==> config.mk <==
export PLATFORM = sky130hd
export DESIGN_NAME = tme_stack
export DESIGN_NICKNAME = d
export VERILOG_FILES = /design/src/sv/tme_pkg.sv /design/src/sv/tme_stack.sv
export SDC_FILE = /design/constraint.sdc
export NUM_CORES = 1
export LEC_CHECK = 0
export ABC_AREA = 1
export CAP_MARGIN = 10
export CORE_MARGIN = 5
export CORE_UTILIZATION = 60
export DETAILED_ROUTE_END_ITERATION = 10
export DONT_BUFFER_PORTS = 1
export HOLD_SLACK_MARGIN = 0.02
export PLACE_DENSITY_LB_ADDON = 0.08
export SLEW_MARGIN = 20
export SYNTH_ARGS = -nofsm -noshare
export SYNTH_HDL_FRONTEND = slang
export SYNTH_SLANG_ARGS = --single-unit
==> constraint.sdc <==
create_clock -name aclk -period 4.2 [get_ports aclk]
set_input_delay 0.63 -clock aclk [delete_from_list [all_inputs] [get_ports aclk]]
set_output_delay 0.63 -clock aclk [all_outputs]
set_load 0.05 [all_outputs]
==> src/sv/tme_pkg.sv <==
`default_nettype none
// ---------------------------------------------------------------------------
// tme_pkg
// Shared types and constants of the tape machine execute unit: command
// characters, status codes, register indexes and memory request bundles.
// ---------------------------------------------------------------------------
package tme_pkg;

    // Command characters (ASCII).
    localparam logic [7:0] CH_INC   = 8'h2B;  // '+'
    localparam logic [7:0] CH_DEC   = 8'h2D;  // '-'
    localparam logic [7:0] CH_RIGHT = 8'h3E;  // '>'
    localparam logic [7:0] CH_LEFT  = 8'h3C;  // '<'
    localparam logic [7:0] CH_IN    = 8'h2C;  // ','
    localparam logic [7:0] CH_OUT   = 8'h2E;  // '.'
    localparam logic [7:0] CH_OPEN  = 8'h5B;  // '['
    localparam logic [7:0] CH_CLOSE = 8'h5D;  // ']'
    localparam logic [7:0] CH_QUIT  = 8'h71;  // 'q'

    typedef logic [2:0] status_t;

    localparam status_t ST_OK    = 3'd0;
    localparam status_t ST_OVER  = 3'd1;
    localparam status_t ST_UNDER = 3'd2;
    localparam status_t ST_QUIT  = 3'd3;
    localparam status_t ST_FULL  = 3'd4;
    localparam status_t ST_EMPTY = 3'd5;
    localparam status_t ST_END   = 3'd6;

    // Field and register widths fixed by the interface.
    localparam int CFG_DATA_W  = 16;
    localparam int TAPE_SIZE_W = 13;
    localparam int PLEN_W      = 16;
    localparam int NEXT_POS_W  = 16;

    // Configuration register indexes.
    localparam logic REG_TAPE_SIZE      = 1'b0;
    localparam logic REG_PROGRAM_LENGTH = 1'b1;

    localparam logic [TAPE_SIZE_W-1:0] TAPE_SIZE_RESET = 13'd4096;
    localparam logic [PLEN_W-1:0]      PLEN_RESET      = 16'd0;

    // Read and write strobes of one memory for one cycle.
    typedef struct packed {
        logic rd_en;
        logic wr_en;
    } mem_req_t;

endpackage
`default_nettype wire

==> src/sv/tme_stack.sv <==
`default_nettype none
// ---------------------------------------------------------------------------
// tme_stack
// Loop position stack memory with registered read and write-to-read bypass.
// ---------------------------------------------------------------------------
module tme_stack
    import tme_pkg::*;
#(
    parameter int DEPTH = 64,
    parameter int DW    = 16,
    parameter int AW    = $clog2(DEPTH)
) (
    input  wire logic          aclk,
    input  wire mem_req_t      req,
    input  wire logic [AW-1:0] rd_addr,
    input  wire logic [AW-1:0] wr_addr,
    input  wire logic [DW-1:0] wr_data,
    output logic [DW-1:0]      rd_data
);

    logic [DW-1:0] mem [DEPTH];
    logic [DW-1:0] rd_reg;
    logic          byp_reg;
    logic [DW-1:0] byp_data_reg;

    always_ff @(posedge aclk) begin
        if (req.wr_en) begin
            mem[wr_addr] <= wr_data;
        end
        if (req.rd_en) begin
            rd_reg       <= mem[rd_addr];
            byp_reg      <= req.wr_en && (wr_addr == rd_addr);
            byp_data_reg <= wr_data;
        end
    end

    assign rd_data = byp_reg ? byp_data_reg : rd_reg;

endmodule
`default_nettype wire

==> results of run 1 <==
-- where the power goes --
part / total [mW] / switching [mW] / internal (mW)
Sequential: 11.8 / 0.0417 / 11.7
Clock: 9.15 / 3.84 / 5.31
Combinational: 1.01 / 0.705 / 0.309
Total: 21.9 / 4.59 / 17.3
-- layout by cell type (no fill, tap or decap), types with 2 or more instances in the layout --
cell type / count
o21ai_0: 2
inv_1: 5
clkinv_2: 19
nor4_2: 8
o22ai_1: 2
clkbuf_16: 107
nand3_1: 871
clkbuf_1: 20
nor2_1: 57
nand2_1: 1298
clkinvlp_4: 2
bufinv_16: 11
edfxtp_1: 1057
buf_4: 87
nand4_1: 9
buf_12: 8
inv_6: 3
mux2_2: 16
clkinv_1: 34
-- stage by stage --
stage / utilization, % / setup WS, ns / total power, mW / hold WS, ns
global route: 65.84 / 1.391 / 22.58 / 0.04651
global placement: 61.17 / 1.257 / 12.95 / 0.7341
floorplan: - / 0.9337 / 12.82 / 0.7289
finish: 65.84 / 0.5818 / 21.92 / 0.07429
CTS: 65.84 / 1.559 / 21.99 / 0.04024
detailed placement: 61.17 / 1.202 / 12.96 / 0.7343
-- layer usage --
metal	wire length [um]	part of all wire [%]	track usage (%)	up-vias
met3	12250	11	5.495	180
met5	0	0	0	-
met4	2834	2.5	7.899	0
met2	51600	46	43.73	1524
li1	-	-	-	12540
met1	45700	41	43.01	13550
-- worst max-delay path, delay by kind of cell --
family | cells | cell delay (ns)
buffers and inverters | 3 | 1.57
and+or+nand+nor | 8 | 1.00
-- final cells by class --
class | instances | area (um^2) | area share (%)
repair buffers | 95 | 813.3 | 1.731
flip-flops and latches | 1057 | 31740 | 67.55
inverters | 12 | 71.32 | 0.1518
clock buffers | 127 | 2753 | 5.858
well taps | 950 | 1189 | 2.530
multi-input cells | 2267 | 9839 | 20.94
clock inverters | 66 | 583.1 | 1.241
-- cell families (layout without fill, tap and decap cells) --
kind of cell,after synthesis,count (layout)
multiplexers,16,16
AND/OR/NAND/NOR,2245,2245
buffers and inverters,239,300
AO/OA/AOI/OAI,6,6
flip-flops,1057,1057
-- worst min-delay path by stage --
stage | from | end | slack, ns
after floorplan | wr_data[0] | byp_data_reg[0] | 0.73
after global placement | wr_data[14] | mem[39][14] | 0.73
after detailed placement | wr_data[14] | mem[39][14] | 0.73
after CTS | wr_data[14] | mem[35][14] | 0.04
after global routing | wr_data[9] | mem[36][9] | 0.05
final | wr_data[9] | mem[36][9] | 0.07
==> reports/results.ini, run 1 <==
[run_status]
status = finished, violations left
violations = max-slew violations

[pwr]
p_leak_nw = 16.81
p_per_area_nw_per_um2 = 466.4
peakVddDrop_v = 0.0003750

[placed_design]
dpl.hpwl_um = 59390
place.gp.congestion = 0.8489
port_buffers = 0
placed_cell_area_um2 = 43650
placed_cells = 4381

[worst_setup_path]
worstPathCellList = inv_16 > buf_12 > buf_4 > nand2_1 > nand3_1 > nand3_1 > nand2_1 > nand2_1 > nand3_1 > nand3_1 > nand2_1
worstSetupPathType = input pin to register
reg2reg_from = mem[36][8]
max_stage_delay_ns = 1.04
crit_end = rd_reg[9]
crit_arrival_ns = 4.13
cp-startpoint = rd_addr[0]
ff2ff_setup_slack_ns = 2.43
worst_setup_path_end_kind = register
crit_required_ns = 4.71
cp_max_fo = 514
crit_slowest_cell = inv_16
cp-start-kind = input pin
r2r-end = rd_reg[8]
r2r_cells = 8

[logic_synthesis]
synth_edf_count = 1057
synth_fa_ha_area_share_pct = 0
yosysSeqAreaShare_pct = 73.66
synth_area_um2 = 43090
async_flop_share_pct = 0
synth_top_family_by_area = simple AND/OR/NAND/NOR gates
synth_xor_area_share_pct = 0
yosys_most_used_dff = edfxtp_1
yosys.area_share.simple_pct = 22.21
synth_area_leaders = edfxtp_1 74%, nand2_1 11%, nand3_1 10%
muxShareOfSynthArea_pct = 0.4181
synth_top_area_cell = edfxtp_1
synth_common_cells = 1298 x nand2_1, 1057 x edfxtp_1, 871 x nand3_1
ys_warn_count = 0
synthDominantCellAreaShare_pct = 73.66
ys_ff_latch = 1057
synth.most_common_cell = nand2_1
synth_area_per_cell_um2 = 12.09
synthesis.nets = 3594
postSynthCellCount = 3563
synth_compound_area_share_pct = 0.09292
synth_cell_types = 23

[global_routing]
grt_pass1_vias = 26070
grt_pass1_wl_um = 167000
track_usage_pct = 28.57
antenna_found_initial = 2
grt-ovfl-total = 0
grt_max_degree = 515

[floorplanning]
die_y_um = 278.0
ios = 47
initial_core_util_pct = 60.38
die_w_um = 278.0
rows = 98
core_um2 = 71360
die_area_um2 = 77270

[timing]
rsz0062_at_grt = no
slew_viol_final = 209
tightest_slew_ns = 1.763
period_minus_slack_ns = 3.618
final.setup.tns_ns = 0
slew-limit-headroom_pct = -17.51
max_freq_mhz = 276.4
finalSetupViolCount = 0
fin_crit_sh_pct = 86.15
skew_ns = 0.01529
hold_violations = 0

[drt]
via_per_inst = 6.075
first_pass_iters = 5
drc_errors = 0
antenna_left = 0
dr_total_vias = 27790
drtIter0Drc = 3569
wirelength_um = 112400
wl_per_cell_um = 24.57

[clock_tree]
cts-root-buf = clkbuf_16
cts.sink_count = 1057
cts-resized-gates = 0
postCtsHoldBufs = 0
cts_tree = built
clkTransAtPathRegs_ns = 0.06
h-tree-depth = 3
post-cts-setup-buffers = 0
clk_path_buf_depth = 3
numCtsBuffers = 106
worstSkewPairLatency_ns = 0.66

[finish]
postLayoutCellArea_um2 = 46990
num_antenna_cells = 0
drive_gt1_share_pct = 7.340
area_delta_synth_final_pct = 9.051
largest_register_ffs = 1024
nets = 3570
fin_cells = 4574
fillCellCount = 5268

[worst_hold_path]
hold_path_class = input pin to register
worstHoldPathCells = 0

[run]
maxCapViolCount = 0

Note: power is estimated with default switching activity, not from simulation.
==> run 2, diff against run 1 <==
Settings changed: CTS_BUF_LIST from default to sky130_fd_sc_hd__clkbuf_8.
==> run 2 against run 1 <==
Net effect:
- the flow now finishes without violations
- critical path depth is the same
- sequential share of layout area shrank 0.11 points
- die area is the same
- via count grew 1.2%
- worst setup slack gained 0.56 ns
==> reports/results.ini, run 2 (synthesis results as in run 1) <==
[run_status]
status = complete, no violations  ; was finished, violations left

[worst_setup_path]
ff2ff_setup_slack_ns = 2.43  ; about the same
reg2reg_from = mem[38][8]  ; was mem[36][8]
crit_arrival_ns = 3.72  ; was 4.13 ns
worstPathCellList = inv_16 > buf_12 > buf_4 > nand2_1 > nand3_1 > nand3_1 > nand2_1 > nand2_1 > nand3_1 > nand3_1 > nand2_1  ; unchanged
cp-startpoint = rd_addr[0]  ; unchanged
r2r-end = rd_reg[8]  ; unchanged
crit_required_ns = 4.87  ; was 4.71 ns
crit_slowest_cell = inv_16  ; unchanged
cp-start-kind = input pin  ; unchanged
worst_setup_path_end_kind = register  ; unchanged
r2r_cells = 8  ; unchanged
worstSetupPathType = input pin to register  ; unchanged
crit_end = rd_reg[9]  ; unchanged
cp_max_fo = 514  ; unchanged
max_stage_delay_ns = 0.80  ; was 1.04 ns

[drt]
drtIter0Drc = 3760  ; was 3569
dr_total_vias = 28130  ; was 27790
first_pass_iters = 6  ; was 5
antenna_left = 0  ; unchanged
wl_per_cell_um = 24.28  ; was 24.57 um
via_per_inst = 5.990  ; was 6.075
wirelength_um = 114000  ; was 112400 um
drc_errors = 0  ; unchanged

[clock_tree]
h-tree-depth = 4  ; was 3
cts-root-buf = clkbuf_8  ; was clkbuf_16
cts.sink_count = 1057  ; unchanged
clkTransAtPathRegs_ns = 0.06  ; about the same
numCtsBuffers = 166  ; was 106
clk_path_buf_depth = 3  ; unchanged
cts-resized-gates = 0  ; unchanged
post-cts-setup-buffers = 0  ; unchanged
worstSkewPairLatency_ns = 0.81  ; was 0.66 ns
cts_tree = built  ; unchanged

[finish]
final_common_cell = nand2_1  ; unchanged
fillCellCount = 5313  ; was 5268
layout_common_cells = 1298 x nand2_1, 1057 x edfxtp_1, 871 x nand3_1  ; unchanged
nets = 3650  ; was 3570
area_delta_synth_final_pct = 9.228  ; was 9.051%
largest_register_ffs = 1024  ; unchanged
drive_gt1_share_pct = 8.950  ; was 7.340%

[floorplanning]
die_area_um2 = 77270  ; unchanged
die_w_um = 278.0  ; unchanged
ios = 47  ; unchanged
rows = 98  ; unchanged
initial_core_util_pct = 60.38  ; unchanged
die_y_um = 278.0  ; unchanged
core_um2 = 71360  ; unchanged

[global_routing]
grt_pass1_wl_um = 169700  ; was 167000 um
grt_pass1_vias = 26790  ; was 26070
grt_max_degree = 515  ; unchanged
antenna_found_initial = 2  ; unchanged
track_usage_pct = 29.16  ; was 28.57%
grt-ovfl-total = 0  ; unchanged

[timing]
period_minus_slack_ns = 3.058  ; was 3.618 ns
fin_crit_sh_pct = 72.81  ; was 86.15%
finalSetupViolCount = 0  ; unchanged
final.setup.tns_ns = 0  ; unchanged
tightest_slew_ns = 1.008  ; was 1.763 ns
hold_violations = 0  ; unchanged
rsz0062_at_grt = no  ; unchanged
max_freq_mhz = 327.0  ; was 276.4 MHz
slew_viol_final = 0  ; was 209
slew-limit-headroom_pct = 32.77  ; was -17.51%
skew_ns = 0.02706  ; was 0.01529 ns

[placed_design]
port_buffers = 0  ; unchanged
dpl.hpwl_um = 59390  ; unchanged
place.gp.congestion = 0.8489  ; unchanged

[worst_hold_path]
hold_path_class = input pin to register  ; unchanged

[pwr]
peakVddDrop_v = 0.0002884  ; was 0.0003750 V
p_leak_nw = 17.12  ; was 16.81 nW
p_per_area_nw_per_um2 = 441.1  ; was 466.4 nW/um^2
total_power_mw = 20.76  ; was 21.92 mW

[run]
maxCapViolCount = 0  ; unchanged

## run 2: cell types whose count changed in the layout (fill, tap and decap cells not counted), sizes merged
cell	change
bufinv	-9
inv	+69
diode	+3
dlygate4sd3	+3
clkinv	-2
buf	+17
clkbuf	+40
clkinvlp	+1
## run 2: layout make-up
cell class / count / area, um^2 / area share [%]
Antenna cell: 3 / 7.507 / 0.01595
Clock buffer: 167 / 2298 / 4.884
Clock inverter: 125 / 615.6 / 1.308
Inverter: 12 / 71.32 / 0.1515
Multi-Input combinational cell: 2267 / 9839 / 20.91
Sequential cell: 1057 / 31740 / 67.44
Tap cell: 950 / 1189 / 2.526
Timing Repair Buffer: 115 / 1304 / 2.770
## run 2: critical path, delay by kind of cell
family	cells	cell delay, ns
buf+inv	3	1.33
simple gates	8	0.98
## run 2: stage by stage
stage	area [um^2]	hold slack [ns]	util, %	cells	setup WS [ns]
3_3_place_gp	43650	0.7341	61.17	4381	1.257
3_5_place_dp	43650	0.7343	61.17	4381	1.202
2_1_floorplan	43090	0.7289	-	3563	0.9337
5_1_grt	47060	0.03990	65.95	4695	1.329
4_1_cts	47060	0.02963	65.94	4693	1.384
6_report	47070	0.09999	65.95	4696	1.142
## run 2: worst min path at each step
stage,startpoint,end,slack [ns],cells past startpoint
after floorplan,wr_data[0],byp_data_reg[0],0.73,0
after global placement,wr_data[14],mem[39][14],0.73,0
after detailed placement,wr_data[14],mem[39][14],0.73,0
after CTS,rd_addr[5],rd_reg[5],0.03,2
after global routing,rd_addr[5],rd_reg[12],0.04,2
final,rd_addr[5],rd_reg[12],0.1,2
## run 2: what timing repair did
action	4_1_cts	5_1_grt
hold buffers	20	0
hold endpoints to repair	1090	0
endpoints found under the setup margin	0	0
## run 2: report_power, final
part / total [mW] / leakage (nW) / switching [mW] / internal (mW)
logic: 1.26 / 5.86 / 0.912 / 0.347
clock network: 7.75 / 1.72 / 3.91 / 3.84
registers: 11.8 / 9.54 / 0.0419 / 11.7
total: 20.8 / 17.1 / 4.86 / 15.9
## run 2: layer usage
metal,up-vias,part of all wire (%),GRT usage [%],wire length (um)
met2,1506,46,44.41,52870
met4,0,2.5,8.419,2899
li1,12720,-,-,-
met3,196,10,6.862,11510
met1,13710,41,43.04,46740
met5,-,0,0,0
